**config.mk**
```make
export PLATFORM = sky130hd
export DESIGN_NAME = obstacle_avoid_drive_controller_flat
export DESIGN_NICKNAME = d
export VERILOG_FILES = /design/src/hdl/oadc_pkg.sv /design/src/hdl/oadc_cmd_if.sv /design/src/hdl/oadc_res_if.sv /design/src/hdl/oadc_core.sv /design/src/hdl/oadc_secs.sv /design/src/hdl/obstacle_avoid_drive_controller.sv /design/src/flat_wrapper.sv
export VERILOG_INCLUDE_DIRS = /design/src /design/src/hdl
export SDC_FILE = /design/constraint.sdc
export NUM_CORES = 2
export LEC_CHECK = 0
export BUFFER_PORTS_ARGS = -buffer_cell sky130_fd_sc_hd__buf_2
export CORE_MARGIN = 3
export CORE_UTILIZATION = 51
export CTS_BUF_LIST = sky130_fd_sc_hd__clkbuf_4 sky130_fd_sc_hd__clkbuf_8
export DETAILED_ROUTE_END_ITERATION = 10
export PLACE_DENSITY = 0.68
export SLEW_MARGIN = 5
export SYNTH_ARGS = -nofsm -noshare
export SYNTH_HDL_FRONTEND = slang
export SYNTH_HIERARCHICAL = 1
export SYNTH_SLANG_ARGS = --single-unit
export TNS_END_PERCENT = 20
```
**constraint.sdc**
```tcl
create_clock -name clk -period 7.3 [get_ports clk]
set_input_delay 1.46 -clock clk [delete_from_list [all_inputs] [get_ports clk]]
set_output_delay 1.46 -clock clk [all_outputs]
set_load 0.005 [all_outputs]
```
**src/hdl/obstacle_avoid_drive_controller_macros.svh**
```systemverilog
`ifndef OBSTACLE_AVOID_DRIVE_CONTROLLER_MACROS_SVH
`define OBSTACLE_AVOID_DRIVE_CONTROLLER_MACROS_SVH

// The consequent must hold in the same cycle as the antecedent.
`define OADC_ASSERT_IMP(lbl, ck, rn, ante, cons) \
	lbl: assert property (@(posedge ck) disable iff (!rn) (ante) |-> (cons)) \
		else $error("oadc: same-cycle check failed");

// The consequent must hold in the cycle after the antecedent.
`define OADC_ASSERT_NEXT(lbl, ck, rn, ante, cons) \
	lbl: assert property (@(posedge ck) disable iff (!rn) (ante) |=> (cons)) \
		else $error("oadc: next-cycle check failed");

`endif

```
**src/hdl/oadc_pkg.sv**
```systemverilog
`default_nettype none

package oadc_pkg;

	localparam int TimeW   = 32;
	localparam int DistW   = 16;
	localparam int CmdW    = 8;
	localparam int SpeedW  = 10;
	localparam int CountW  = 16;
	localparam int HoldW   = 16;
	localparam int SecsW   = 23;
	localparam int CfgW    = 16;
	localparam int CfgIdxW = 3;
	localparam int NumDirs = 4;
	localparam int RecipW  = 29;

	typedef enum logic [2:0] {
		MOVE_STOP  = 3'd0,
		MOVE_FWD   = 3'd1,
		MOVE_BACK  = 3'd2,
		MOVE_LEFT  = 3'd3,
		MOVE_RIGHT = 3'd4
	} dir_t;

	typedef enum logic [CfgIdxW-1:0] {
		REG_NEAR_LIMIT     = 3'd0,
		REG_TURN_LIMIT     = 3'd1,
		REG_BACK_HOLD_MS   = 3'd2,
		REG_CORNER_HOLD_MS = 3'd3,
		REG_SIDE_HOLD_MS   = 3'd4,
		REG_CRUISE_SPEED   = 3'd5,
		REG_BACK_SPEED     = 3'd6,
		REG_CORNER_SPEED   = 3'd7
	} reg_idx_t;

	localparam logic [DistW-1:0]  NEAR_LIMIT_RST     = 16'd11;
	localparam logic [DistW-1:0]  TURN_LIMIT_RST     = 16'd18;
	localparam logic [HoldW-1:0]  BACK_HOLD_RST      = 16'd280;
	localparam logic [HoldW-1:0]  CORNER_HOLD_RST    = 16'd140;
	localparam logic [HoldW-1:0]  SIDE_HOLD_RST      = 16'd100;
	localparam logic [SpeedW-1:0] CRUISE_SPEED_RST   = 10'd300;
	localparam logic [SpeedW-1:0] BACK_SPEED_RST     = 10'd400;
	localparam logic [SpeedW-1:0] CORNER_SPEED_RST   = 10'd440;
	localparam logic [SpeedW-1:0] SIDE_SPEED         = 10'd380;

	localparam logic [CmdW-1:0] CMD_F_UP = 8'h46;
	localparam logic [CmdW-1:0] CMD_F_LO = 8'h66;
	localparam logic [CmdW-1:0] CMD_B_UP = 8'h42;
	localparam logic [CmdW-1:0] CMD_B_LO = 8'h62;
	localparam logic [CmdW-1:0] CMD_L_UP = 8'h4C;
	localparam logic [CmdW-1:0] CMD_L_LO = 8'h6C;
	localparam logic [CmdW-1:0] CMD_R_UP = 8'h52;
	localparam logic [CmdW-1:0] CMD_R_LO = 8'h72;
	localparam logic [CmdW-1:0] CMD_S_UP = 8'h53;
	localparam logic [CmdW-1:0] CMD_S_LO = 8'h73;

	// floor(x / 1000) = (x * MS_RECIP) >> RecipShift for every 32-bit x.
	localparam logic [RecipW-1:0] MS_RECIP   = 29'h10624DD3;
	localparam int                RecipShift = 38;
	localparam logic [SecsW-1:0]  MAX_SECS   = 23'd4294967;

	typedef struct packed {
		dir_t                           dir;
		logic [SpeedW-1:0]              speed;
		logic                           auto_on;
		logic                           in_result;
		logic [NumDirs-1:0][CountW-1:0] counts;
		logic [TimeW-1:0]               elapsed;
	} snap_t;

endpackage

`default_nettype wire

```
**src/hdl/oadc_cmd_if.sv**
```systemverilog
`default_nettype none

interface oadc_cmd_if import oadc_pkg::*; ();

	logic             valid;
	logic             ready;
	logic [TimeW-1:0] now_ms;
	logic             button_click;
	logic [CmdW-1:0]  command_byte;
	logic [DistW-1:0] dist_left;
	logic [DistW-1:0] dist_center;
	logic [DistW-1:0] dist_right;

	modport source (
		output valid, now_ms, button_click, command_byte, dist_left, dist_center, dist_right,
		input  ready
	);

	modport sink (
		input  valid, now_ms, button_click, command_byte, dist_left, dist_center, dist_right,
		output ready
	);

endinterface

`default_nettype wire

```
**src/hdl/oadc_res_if.sv**
```systemverilog
`default_nettype none

interface oadc_res_if import oadc_pkg::*; ();

	logic              valid;
	logic              ready;
	logic [2:0]        drive_dir;
	logic [SpeedW-1:0] drive_speed;
	logic              auto_active;
	logic              result_view;
	logic [CountW-1:0] forward_total;
	logic [CountW-1:0] backward_total;
	logic [CountW-1:0] left_total;
	logic [CountW-1:0] right_total;
	logic [SecsW-1:0]  run_seconds;

	modport source (
		output valid, drive_dir, drive_speed, auto_active, result_view,
		       forward_total, backward_total, left_total, right_total, run_seconds,
		input  ready
	);

	modport sink (
		input  valid, drive_dir, drive_speed, auto_active, result_view,
		       forward_total, backward_total, left_total, right_total, run_seconds,
		output ready
	);

endinterface

`default_nettype wire

```
**src/hdl/oadc_core.sv**
```systemverilog
`default_nettype none
`include "obstacle_avoid_drive_controller_macros.svh"

module oadc_core import oadc_pkg::*; (
	input  logic                 clk,
	input  logic                 arst_n,
	input  logic                 cfg_wen,
	input  logic [CfgIdxW-1:0]   cfg_idx,
	input  logic [CfgW-1:0]      cfg_data,
	oadc_cmd_if.sink             cmd_ch,
	input  logic                 s2_adv,
	output logic                 valid_s1,
	output snap_t                snap_s1
);

	typedef struct packed {
		dir_t                           dir;
		logic [SpeedW-1:0]              speed;
		logic                           started;
		logic [TimeW-1:0]               rstart;
		logic [NumDirs-1:0][CountW-1:0] counts;
	} mot_t;

	logic [DistW-1:0]  near_limit_q;
	logic [DistW-1:0]  turn_limit_q;
	logic [HoldW-1:0]  back_hold_q;
	logic [HoldW-1:0]  corner_hold_q;
	logic [HoldW-1:0]  side_hold_q;
	logic [SpeedW-1:0] cruise_speed_q;
	logic [SpeedW-1:0] back_speed_q;
	logic [SpeedW-1:0] corner_speed_q;

	logic             auto_on_q, auto_d;
	logic             in_result_q, res_d;
	mot_t             mot_q, mot_d;
	logic [TimeW-1:0] elapsed_q, el_d;
	logic [TimeW-1:0] hold_begin_q, hb_d;
	logic [HoldW-1:0] hold_len_q, hl_d;
	logic             accept;
	logic [TimeW-1:0] now;

	function automatic mot_t clear_stats(mot_t s);
		mot_t t;
		t         = s;
		t.counts  = '0;
		t.rstart  = '0;
		t.started = 1'b0;
		return t;
	endfunction

	function automatic mot_t set_dir(mot_t s, dir_t d, logic [SpeedW-1:0] spd,
			logic [TimeW-1:0] tnow);
		mot_t       t;
		logic [1:0] k;
		t = s;
		k = 2'd0;
		if (s.dir != d) begin
			t.dir   = d;
			t.speed = (d == MOVE_STOP) ? '0 : spd;
			if (d != MOVE_STOP) begin
				if (!s.started) begin
					t.rstart  = tnow;
					t.started = 1'b1;
				end
				case (d)
					MOVE_FWD:  k = 2'd0;
					MOVE_BACK: k = 2'd1;
					MOVE_LEFT: k = 2'd2;
					default:   k = 2'd3;
				endcase
				if (s.counts[k] != '1) begin
					t.counts[k] = s.counts[k] + 16'd1;
				end
			end
		end
		return t;
	endfunction

	assign now           = cmd_ch.now_ms;
	assign cmd_ch.ready  = !valid_s1 || s2_adv;
	assign accept        = cmd_ch.valid && cmd_ch.ready;

	always_comb begin
		auto_d = auto_on_q;
		res_d  = in_result_q;
		mot_d  = mot_q;
		el_d   = elapsed_q;
		hb_d   = hold_begin_q;
		hl_d   = hold_len_q;

		if (cmd_ch.button_click) begin
			if (!in_result_q) begin
				if (!auto_on_q) begin
					auto_d = 1'b1;
					mot_d  = clear_stats(mot_d);
					el_d   = '0;
					hb_d   = now;
					hl_d   = '0;
					mot_d  = set_dir(mot_d, MOVE_STOP, '0, now);
				end else begin
					auto_d = 1'b0;
					mot_d  = set_dir(mot_d, MOVE_STOP, '0, now);
					if (mot_q.started) begin
						el_d = now - mot_q.rstart;
					end
					res_d = 1'b1;
				end
			end else begin
				mot_d = clear_stats(mot_d);
				el_d  = '0;
				res_d = 1'b0;
			end
		end

		if (!auto_d) begin
			case (cmd_ch.command_byte)
				CMD_F_UP, CMD_F_LO: mot_d = set_dir(mot_d, MOVE_FWD, cruise_speed_q, now);
				CMD_B_UP, CMD_B_LO: mot_d = set_dir(mot_d, MOVE_BACK, cruise_speed_q, now);
				CMD_L_UP, CMD_L_LO: mot_d = set_dir(mot_d, MOVE_LEFT, cruise_speed_q, now);
				CMD_R_UP, CMD_R_LO: mot_d = set_dir(mot_d, MOVE_RIGHT, cruise_speed_q, now);
				CMD_S_UP, CMD_S_LO: mot_d = set_dir(mot_d, MOVE_STOP, '0, now);
				default: ;
			endcase
		end else if ((now - hb_d) >= {{(TimeW-HoldW){1'b0}}, hl_d}) begin
			if (cmd_ch.dist_center < near_limit_q) begin
				mot_d = set_dir(mot_d, MOVE_BACK, back_speed_q, now);
				hl_d  = back_hold_q;
			end else if (cmd_ch.dist_center < turn_limit_q) begin
				mot_d = set_dir(mot_d,
					(cmd_ch.dist_left >= cmd_ch.dist_right) ? MOVE_LEFT : MOVE_RIGHT,
					corner_speed_q, now);
				hl_d  = corner_hold_q;
			end else if (cmd_ch.dist_left < near_limit_q) begin
				mot_d = set_dir(mot_d, MOVE_RIGHT, SIDE_SPEED, now);
				hl_d  = side_hold_q;
			end else if (cmd_ch.dist_right < near_limit_q) begin
				mot_d = set_dir(mot_d, MOVE_LEFT, SIDE_SPEED, now);
				hl_d  = side_hold_q;
			end else begin
				mot_d = set_dir(mot_d, MOVE_FWD, cruise_speed_q, now);
				hl_d  = '0;
			end
			hb_d = now;
		end
	end

	always_ff @(posedge clk or negedge arst_n) begin
		if (!arst_n) begin
			near_limit_q   <= NEAR_LIMIT_RST;
			turn_limit_q   <= TURN_LIMIT_RST;
			back_hold_q    <= BACK_HOLD_RST;
			corner_hold_q  <= CORNER_HOLD_RST;
			side_hold_q    <= SIDE_HOLD_RST;
			cruise_speed_q <= CRUISE_SPEED_RST;
			back_speed_q   <= BACK_SPEED_RST;
			corner_speed_q <= CORNER_SPEED_RST;
		end else if (cfg_wen) begin
			case (reg_idx_t'(cfg_idx))
				REG_NEAR_LIMIT:     near_limit_q   <= cfg_data;
				REG_TURN_LIMIT:     turn_limit_q   <= cfg_data;
				REG_BACK_HOLD_MS:   back_hold_q    <= cfg_data;
				REG_CORNER_HOLD_MS: corner_hold_q  <= cfg_data;
				REG_SIDE_HOLD_MS:   side_hold_q    <= cfg_data;
				REG_CRUISE_SPEED:   cruise_speed_q <= cfg_data[SpeedW-1:0];
				REG_BACK_SPEED:     back_speed_q   <= cfg_data[SpeedW-1:0];
				REG_CORNER_SPEED:   corner_speed_q <= cfg_data[SpeedW-1:0];
				default: ;
			endcase
		end
	end

	always_ff @(posedge clk or negedge arst_n) begin
		if (!arst_n) begin
			auto_on_q    <= 1'b0;
			in_result_q  <= 1'b0;
			mot_q        <= '{dir: MOVE_STOP, default: '0};
			elapsed_q    <= '0;
			hold_begin_q <= '0;
			hold_len_q   <= '0;
		end else if (accept) begin
			auto_on_q    <= auto_d;
			in_result_q  <= res_d;
			mot_q        <= mot_d;
			elapsed_q    <= el_d;
			hold_begin_q <= hb_d;
			hold_len_q   <= hl_d;
		end
	end

	always_ff @(posedge clk or negedge arst_n) begin
		if (!arst_n) begin
			valid_s1 <= 1'b0;
		end else if (cmd_ch.ready) begin
			valid_s1 <= cmd_ch.valid;
		end
	end

	always_ff @(posedge clk) begin
		if (accept) begin
			snap_s1.dir       <= mot_d.dir;
			snap_s1.speed     <= mot_d.speed;
			snap_s1.auto_on   <= auto_d;
			snap_s1.in_result <= res_d;
			snap_s1.counts    <= mot_d.counts;
			snap_s1.elapsed   <= el_d;
		end
	end

	// A stopped car always carries speed zero.
	`OADC_ASSERT_IMP(a_stop_speed, clk, arst_n, mot_q.dir == MOVE_STOP, mot_q.speed == '0)
	// The result view is only ever reached with autonomous mode off.
	`OADC_ASSERT_IMP(a_view_manual, clk, arst_n, in_result_q, !auto_on_q)
	// A word held in the first stage is not overwritten while the output stalls.
	`OADC_ASSERT_NEXT(a_s1_hold, clk, arst_n, valid_s1 && !s2_adv,
		valid_s1 && $stable(snap_s1))

endmodule

`default_nettype wire

```
**src/hdl/oadc_secs.sv**
```systemverilog
`default_nettype none
`include "obstacle_avoid_drive_controller_macros.svh"

module oadc_secs import oadc_pkg::*; (
	input  logic         clk,
	input  logic         arst_n,
	input  logic         valid_s1,
	input  snap_t        snap_s1,
	output logic         s2_adv,
	oadc_res_if.source   res_ch
);

	logic [TimeW+RecipW-1:0] prod;
	logic [SecsW-1:0]        secs;
	logic                    valid_s2;
	snap_t                   snap_s2;
	logic [SecsW-1:0]        secs_s2;

	assign prod   = snap_s1.elapsed * MS_RECIP;
	assign secs   = prod[RecipShift +: SecsW];
	assign s2_adv = !valid_s2 || res_ch.ready;

	always_ff @(posedge clk or negedge arst_n) begin
		if (!arst_n) begin
			valid_s2 <= 1'b0;
		end else if (s2_adv) begin
			valid_s2 <= valid_s1;
		end
	end

	always_ff @(posedge clk) begin
		if (s2_adv && valid_s1) begin
			snap_s2 <= snap_s1;
			secs_s2 <= secs;
		end
	end

	assign res_ch.valid          = valid_s2;
	assign res_ch.drive_dir      = snap_s2.dir;
	assign res_ch.drive_speed    = snap_s2.speed;
	assign res_ch.auto_active    = snap_s2.auto_on;
	assign res_ch.result_view    = snap_s2.in_result;
	assign res_ch.forward_total  = snap_s2.counts[0];
	assign res_ch.backward_total = snap_s2.counts[1];
	assign res_ch.left_total     = snap_s2.counts[2];
	assign res_ch.right_total    = snap_s2.counts[3];
	assign res_ch.run_seconds    = secs_s2;

	// The two views never show together in a delivered word.
	`OADC_ASSERT_IMP(a_out_views, clk, arst_n, res_ch.valid,
		!(res_ch.result_view && res_ch.auto_active))
	// Seconds derived from a 32-bit millisecond span stay within range.
	`OADC_ASSERT_IMP(a_secs_range, clk, arst_n, res_ch.valid, res_ch.run_seconds <= MAX_SECS)

endmodule

`default_nettype wire

```
**src/hdl/obstacle_avoid_drive_controller.sv**
```systemverilog
// Channel   Dir  Handshake      Word
// cfg       in   cfg_wen only   cfg_idx, cfg_data (16 bits, speeds use the low 10)
// cmd_ch    in   valid/ready    time, button, command byte, three distances
// res_ch    out  valid/ready    direction, speed, mode flags, four totals, seconds
//
// From acceptance to result a control pass goes through the first stage, holding the
// state update and its snapshot, and the second, holding the divide-by-1000 multiply.
// One pass is accepted every cycle while the result channel keeps pace.
// When res_ch stalls, a pass is still taken into the first stage while it is empty.
// Reset brings the configuration to its defaults and the car to a stop in manual mode.
`default_nettype none

module obstacle_avoid_drive_controller import oadc_pkg::*; (
	input  logic               clk,
	input  logic               arst_n,
	input  logic               cfg_wen,
	input  logic [CfgIdxW-1:0] cfg_idx,
	input  logic [CfgW-1:0]    cfg_data,
	oadc_cmd_if.sink           cmd_ch,
	oadc_res_if.source         res_ch
);

	logic  valid_s1;
	snap_t snap_s1;
	logic  s2_adv;

	oadc_core u_core (
		.clk      (clk),
		.arst_n   (arst_n),
		.cfg_wen  (cfg_wen),
		.cfg_idx  (cfg_idx),
		.cfg_data (cfg_data),
		.cmd_ch   (cmd_ch),
		.s2_adv   (s2_adv),
		.valid_s1 (valid_s1),
		.snap_s1  (snap_s1)
	);

	oadc_secs u_secs (
		.clk      (clk),
		.arst_n   (arst_n),
		.valid_s1 (valid_s1),
		.snap_s1  (snap_s1),
		.s2_adv   (s2_adv),
		.res_ch   (res_ch)
	);

endmodule

`default_nettype wire

```
**src/flat_wrapper.sv**
```systemverilog
// flat-port wrapper written by rule: the top's interface ports become plain ports
module obstacle_avoid_drive_controller_flat import oadc_pkg::*;
  (clk, arst_n, cfg_wen, cfg_idx, cfg_data, cmd_ch_valid, cmd_ch_now_ms, cmd_ch_button_click, cmd_ch_command_byte, cmd_ch_dist_left, cmd_ch_dist_center, cmd_ch_dist_right, cmd_ch_ready, res_ch_valid, res_ch_drive_dir, res_ch_drive_speed, res_ch_auto_active, res_ch_result_view, res_ch_forward_total, res_ch_backward_total, res_ch_left_total, res_ch_right_total, res_ch_run_seconds, res_ch_ready);
  oadc_cmd_if cmd_ch_i ();
  oadc_res_if res_ch_i ();
  input  logic clk;
  input  logic arst_n;
  input  logic cfg_wen;
  input  logic [CfgIdxW-1:0] cfg_idx;
  input  logic [CfgW-1:0] cfg_data;
  input wire logic [$bits(cmd_ch_i.valid)-1:0] cmd_ch_valid;
  input wire logic [$bits(cmd_ch_i.now_ms)-1:0] cmd_ch_now_ms;
  input wire logic [$bits(cmd_ch_i.button_click)-1:0] cmd_ch_button_click;
  input wire logic [$bits(cmd_ch_i.command_byte)-1:0] cmd_ch_command_byte;
  input wire logic [$bits(cmd_ch_i.dist_left)-1:0] cmd_ch_dist_left;
  input wire logic [$bits(cmd_ch_i.dist_center)-1:0] cmd_ch_dist_center;
  input wire logic [$bits(cmd_ch_i.dist_right)-1:0] cmd_ch_dist_right;
  output wire logic [$bits(cmd_ch_i.ready)-1:0] cmd_ch_ready;
  output wire logic [$bits(res_ch_i.valid)-1:0] res_ch_valid;
  output wire logic [$bits(res_ch_i.drive_dir)-1:0] res_ch_drive_dir;
  output wire logic [$bits(res_ch_i.drive_speed)-1:0] res_ch_drive_speed;
  output wire logic [$bits(res_ch_i.auto_active)-1:0] res_ch_auto_active;
  output wire logic [$bits(res_ch_i.result_view)-1:0] res_ch_result_view;
  output wire logic [$bits(res_ch_i.forward_total)-1:0] res_ch_forward_total;
  output wire logic [$bits(res_ch_i.backward_total)-1:0] res_ch_backward_total;
  output wire logic [$bits(res_ch_i.left_total)-1:0] res_ch_left_total;
  output wire logic [$bits(res_ch_i.right_total)-1:0] res_ch_right_total;
  output wire logic [$bits(res_ch_i.run_seconds)-1:0] res_ch_run_seconds;
  input wire logic [$bits(res_ch_i.ready)-1:0] res_ch_ready;
  assign cmd_ch_i.valid = cmd_ch_valid;
  assign cmd_ch_i.now_ms = cmd_ch_now_ms;
  assign cmd_ch_i.button_click = cmd_ch_button_click;
  assign cmd_ch_i.command_byte = cmd_ch_command_byte;
  assign cmd_ch_i.dist_left = cmd_ch_dist_left;
  assign cmd_ch_i.dist_center = cmd_ch_dist_center;
  assign cmd_ch_i.dist_right = cmd_ch_dist_right;
  assign cmd_ch_ready = cmd_ch_i.ready;
  assign res_ch_valid = res_ch_i.valid;
  assign res_ch_drive_dir = res_ch_i.drive_dir;
  assign res_ch_drive_speed = res_ch_i.drive_speed;
  assign res_ch_auto_active = res_ch_i.auto_active;
  assign res_ch_result_view = res_ch_i.result_view;
  assign res_ch_forward_total = res_ch_i.forward_total;
  assign res_ch_backward_total = res_ch_i.backward_total;
  assign res_ch_left_total = res_ch_i.left_total;
  assign res_ch_right_total = res_ch_i.right_total;
  assign res_ch_run_seconds = res_ch_i.run_seconds;
  assign res_ch_i.ready = res_ch_ready;
  obstacle_avoid_drive_controller u_core (.clk(clk), .arst_n(arst_n), .cfg_wen(cfg_wen), .cfg_idx(cfg_idx), .cfg_data(cfg_data), .cmd_ch(cmd_ch_i), .res_ch(res_ch_i));
endmodule
```
# --- After elaboration in Yosys (flattened, before gate mapping) ---
# Cells that the tools add are included.
totals:
  ff_bits: 517
  latchBits: 0
  ramBits: 0
  rom_bits: 0
  in_bits: 113
  elab_cells: 286
  n_memories: 0
op_classes:
  n_addsub: 11
  n_mul: 1
  div: 0
  n_lt_le_gt_ge: 24
  n_eq_ne: 34
  n_shift: 0
  mux: 142
  n_bitwise: 0
  n_reduce_logical: 33
ops:
  columns: ["op", "n"]
  rows:
  - ["2-to-1 mux 110 bit", 17]
  - ["bitwise mux 64 bit", 9]
  - ["2-to-1 mux 64 bit", 9]
  - ["case mux 110 bit (5 select lines)", 1]
  - ["2-to-1 mux 16 bit", 27]
  - ["2-to-1 mux 32 bit", 10]
  - ["binary-select mux 16 bit (select 2 bit)", 9]
  - ["demux 16 bit (select 2 bit)", 9]
  - ["2-to-1 mux 97 bit", 2]
  - ["adder 16 x 1 -> 16 bit (second input constant)", 9]
  - ["inequality test 16 bit (second input constant)", 9]
  - ["== test 8 x 7 -> 1 bit (second input constant)", 10]
  - ["2-to-1 mux 2 bit", 38]
  - ["less-than comparator 16 bit", 4]
  - ["subtractor 32 bit", 2]
  - ["multiplier 32 x 29 -> 61 bit (second input constant)", 1]
  - ["greater-or-equal comparator 32 x 16 -> 1 bit", 1]
  - ["less-than comparator 2 x 3 -> 1 bit (second input constant)", 9]
  - ["2-to-1 mux 13 bit", 2]
  - ["greater-or-equal comparator 2 x 1 -> 1 bit (second input constant)", 9]
  - ["greater-or-equal comparator 16 bit", 1]
  - ["AND reduction 2 bit", 8]
  - ["== test 3 x 2 -> 1 bit (second input constant)", 4]
  - ["== test 3 bit (second input constant)", 4]
  - ["15 further kinds", 41]

# --- Logic depth before layout (Yosys ltp) ---
logic_depth:
  ltp_word: 25
  depth_mapped: 34

# --- Modules after synthesis ---
# The synthesis kept the hierarchy.
modules_own_cells:
  columns: ["module", "n_inst", "cells_per_inst", "area_each_um2", "seq_area_each_um2"]
  rows:
  - ["oadc_core", 1, 3625, 31481.4, 10948.0]
  - ["oadc_secs", 1, 1642, 17852.1, 3088.0]

# --- Worst setup path after synthesis ---
# No wires, ideal clock.
synth_path:
  path_type: "input -> register"
  startpoint: "input cmd_ch_button_click"
  endpoint: "register u_core.u_core.hold_begin_q[2]"
  arrival_time_ns: 7.298
  setup_slack_ns: -0.125
  cell_stages: 32
  path_buffers: 7
  cell_sequence: "buf_2 nand2b_1 clkbuf_1 or2_2 clkbuf_1 clkbuf_1 mux2i_1 ha_1 a21oi_1 inv_1 a31oi_1 o21ai_0 nand3_1 nand2_1 a21o_1 a21oi_1 xnor2_1 ha_1 a21oi_1 o21ai_0 a2111oi_0 a211o_1 o2111ai_1 a2111oi_2 and4b_1 buf_4 nand3_4 a21boi_2 nand2b_1 buf_4 buf_6 mux2_1"
synth_between:
  elab_chain_len: 5
synth_lines:
  columns: ["item", "line", "source"]
  rows:
  - ["start, declared", "flat_wrapper.sv:13", "input wire logic [$bits(cmd_ch_i.button_click)-1:0] cmd_ch_button_click;"]
  - ["2-to-1 mux 32 bit", "oadc_core.sv:91", "if (cmd_ch.button_click) begin"]
  - ["subtractor 32 bit", "oadc_core.sv:124", "end else if ((now - hb_d) >= {{(TimeW-HoldW){1'b0}}, hl_d}) begin"]
  - ["greater-or-equal comparator 32 x 16 -> 1 bit", "oadc_core.sv:124", null]
  - ["2-to-1 mux 32 bit", "oadc_core.sv:124", null]
  - ["2-to-1 mux 32 bit (*)", "oadc_core.sv:115", "if (!auto_d) begin"]
  - ["end signal, assigned", "oadc_core.sv:178", "hold_begin_q <= '0;"]
  - ["end signal, assigned", "oadc_core.sv:185", "hold_begin_q <= hb_d;"]
  - ["end, declared", "oadc_core.sv:37", "logic [TimeW-1:0] hold_begin_q, hb_d;"]
# Mark *: on every way between the ends. The rest lies on a longest branch, timed or not.
# A chain may end at the register's enable or synchronous reset.

# --- Worst setup path in the final report ---
layout_path:
  startpoint: "register u_core/u_core/snap_s1[21] (netlist name)"
  endpoint: "register u_core.u_secs.secs_s2[22] (netlist: u_core/u_secs/res_ch.run_seconds[22]), data pin"
layout_between:
  elab_chain_len: 1
layout_lines:
  columns: ["item", "line", "source"]
  rows:
  - ["multiplier 32 x 29 -> 61 bit", "oadc_secs.sv:19", "assign prod = snap_s1.elapsed * MS_RECIP;"]
  - ["net u_core.u_secs.prod[60]", "oadc_secs.sv:13", "logic [TimeW+RecipW-1:0] prod;"]
  - ["end signal, assigned", "oadc_secs.sv:34", "secs_s2 <= secs;"]
  - ["end, declared", "oadc_secs.sv:17", "logic [SecsW-1:0] secs_s2;"]
# The timed path passes the listed nets, and every way through them passes these cells.

==> metrics.md <==
| Metric | Value |
|---|---|
| CP Class | reg2reg |
| Post-synthesis cell area | 0.04933 sq mm |
| Yosys reg bits | between 500 and 600 |
| EDFF count, synth | around 210 |
| Final Cycle Share | 0.9583 |
| Post-Place Cells | 6651 |
| CP peak stage delay | approximately 620 ps |
| Max cap viols | 0 |
| Core area | 0.09544 sq mm |
| Number of global-route vias before repair | around 41000 |
| First-pass GRT wire length | around 230000 um |
| Synthesis warning total | 6 |
| Global-route usage over all layers | 0.2889 |
| Total clock sinks | 517 |
| Die Ht | about 320 um |
| Syn_area_per_cell | ~9.4 sq um |
| Initial antenna violation count | 10 |
| Post-Place Cell Area | 0.05265 sq mm |
| Area growth from synthesis to layout | 10.73% |
| Area occupied by multi-input gates | around 0.032 sq mm |
| Wire per inst | about 21 um |
| DRT antenna net count | 0 |
| Commonest non-fill, non-tap cells in the layout | inv_1 (654), ha_1 (550), nand2_1 (493), fa_1 (300), nor2_1 (294) |
| Max Clk Rate | 143.0 MHz |
| CTS Root Cell | clkbuf_8 |
| Layout cell share with drive strength beyond 1 | 0.1425 |
| Slew HR | 0.1660 |
| RSZ-0062 raised after global routing | false |
| Die area | 0.1005 sq mm |
| Post-CTS Setup Bufs | 0 |
| Fillers | approximately 8400 |
| Drc violations | 0 |
| Die Wd | 317.0 um |
| Outcome | completed |
| Total global routing overflow | 0 |
| Tightest Pin Transition | 1246 ps |
| Fin area | about 0.055 sq mm |
| Largest net degree at the start of global routing | 89 |
| Clock tree from TritonCTS | yes |
| Input/output buffers | 215 |
| DPL Wire Length | 107300 um |
| Final net count | about 6400 |
| Starting Density | 0.5169 |
| Worst hold path class | reg2reg |
| Total Wirelength | between 100000 and 150000 um |
| Via Count | 41681 |
| Non-filler cells, final | 6827 |
| Pins Over Slew Limit | 0 |
| Worst path required time | roughly 7800 ps |
| Clock skew | between 90 and 100 ps |
| Initial DRC Count | roughly 4000 |
| Synth cell types | 100 |
| First-pass iteration count of the detailed router | 7 |
| Tmin final | 6995 ps |
| Fin. Hold Viols | 0 |
| Mapped Cells | about 5300 |
| Crit end category | register |
| Post_cts resized | 0 |
| Max Root-Sink Buffers | 3 |
| Register area | 0.01404 sq mm |
| Rows | between 100 and 150 |
| Worst-path clk slew | around 60 ps |
| Seq/Total Area, Yosys | 0.2845 |
| Num CTS Buffers | between 90 and 100 |
| Final setup viols | 0 |
| Hold_buf cts | 0 |
| Cell chain of the critical path | ha_1 -> fa_1 -> fa_1 -> inv_1 -> fa_1 -> inv_1 -> fa_1 -> fa_1 -> fa_1 -> inv_1 -> fa_1 -> inv_1 -> ha_1 -> a21oi_1 -> o21ai_1 -> a221o_1 -> a221oi_4 -> a21oi_4 -> o211ai_2 -> a31oi_1 -> or2_1 |
| GP Congestion | between 0.9 and 1 |
| Synth Flop Type | dfrtp_1 |
| Syn nets | approximately 6200 |
| H-Tree Depth | 3 |
| Clock latency on the worst-skew pair | 770 ps |
| CP max FO | 7 |
| Nature of the critical path startpoint | register |
| Ports | 217 |
| Crit path DAT | between 7000 and 8000 ps |
| Async set-reset flop share out of synthesis | 0.5880 |
| Max stage delay cell, worst path | edfxtp_1 |
| Most Frequent Cell on Critical Path | fa_1 |
| Mean number of vias per cell | roughly 6.1 |
| Commonest non-fill, non-tap cell in the layout | inv_1 |
stage by stage:
step                        util  hold WS, ps  TNS (ps)  setup WS (ps)
after floorplan                -        400.3         0          7.531
after global placement    0.5517        401.0    -18320         -278.2
after detailed placement  0.5517        404.5    -35540         -321.5
after CTS                 0.5722        388.8         0          310.1
after global routing      0.5724        404.0         0          1.211
final                     0.5724        399.4         0          304.6
layout make-up:
class	count	share of cell area
clock buffers	133	0.03007
diodes	4	0.0001832
repair buffers	417	0.04947
clock inverters	39	0.005680
inverters	656	0.04521
well taps	1265	0.02897
flip-flops and latches	517	0.2569
multi-input cells	3796	0.5835
cells in the mapped netlist (all sizes together), types with 78 or more instances:
master | count | area [sq um]
mux2 | 133 | 1498
ha | 550 | 6882
nand3 | 118 | 603.1
a22oi | 107 | 803.3
a21oi | 246 | 1250
dfrtp | 278 | 6957
o21ai | 200 | 1012
nand2 | 496 | 1862
a211oi | 99 | 743.2
clkbuf | 251 | 942.2
nor3 | 99 | 505.5
xnor2 | 98 | 858.3
mux2i | 93 | 930.9
fa | 300 | 6006
a22o | 78 | 683.2
inv | 655 | 2459
edfxtp | 213 | 6396
nor2 | 301 | 1130
state kept, by name, summed over array words and instances, names as in the netlist, 10 cells and up:
signal / flops
u_core/u_core/back_hold_q: 16
u_core/u_core/back_speed_q: 10
u_core/u_core/corner_hold_q: 16
u_core/u_core/corner_speed_q: 10
u_core/u_core/cruise_speed_q: 10
u_core/u_core/elapsed_q: 32
u_core/u_core/hold_begin_q: 32
u_core/u_core/hold_len_q: 16
u_core/u_core/mot_q: 110
u_core/u_core/near_limit_q: 16
u_core/u_core/side_hold_q: 16
u_core/u_core/snap_s1: 111
u_core/u_core/turn_limit_q: 16
u_core/u_secs/res_ch.backward_total: 16
u_core/u_secs/res_ch.drive_speed: 10
u_core/u_secs/res_ch.forward_total: 16
u_core/u_secs/res_ch.left_total: 16
u_core/u_secs/res_ch.right_total: 16
u_core/u_secs/res_ch.run_seconds: 23
routing by layer:
metal  share of wire  track usage  routed length, um
met3           0.076      0.04601              11050
met4           0.033      0.09546               4742
met2            0.46       0.4725              67520
met5         0.00028            0                 41
met1            0.43       0.3925              62080
final timing paths:
path	endpoint	start	slack (ps)	cells past startpoint
max	u_core/u_secs/res_ch.run_seconds[22]	u_core/u_core/snap_s1[21]	300	21
min	u_core/u_secs/res_ch.drive_speed[4]	u_core/u_core/snap_s1[102]	400	0
max reg2reg	u_core/u_secs/res_ch.run_seconds[22]	u_core/u_core/snap_s1[21]	300	21
min reg2reg	u_core/u_secs/res_ch.drive_speed[4]	u_core/u_core/snap_s1[102]	400	0
max in group asynchronous	u_core/u_core/near_limit_q[11]	arst_n	5060	2
min in group asynchronous	u_core/u_core/hold_begin_q[6]	arst_n	720	1
critical path, delay by kind of cell (launching register included):
kind / cells / cell delay [ps]
AOI/OAI and AO/OA: 7 / 1550
adders and majority gates: 9 / 4160
buffers and inverters: 4 / 220
and+or+nand+nor: 1 / 220
DFF: 1 / 620
cells by family after synthesis:
logic type	after synthesis	share of synthesized area
flops	517	0.2845
buf+inv	954	0.07378
xor+xnor	147	0.02610
simple gates	1291	0.1207
compound gates	1282	0.1844
fa+ha+maj	850	0.2612
mux	226	0.04923
Power is not shown: default switching activity piles up to over one toggle a cycle in this logic, so the estimate is an artifact.
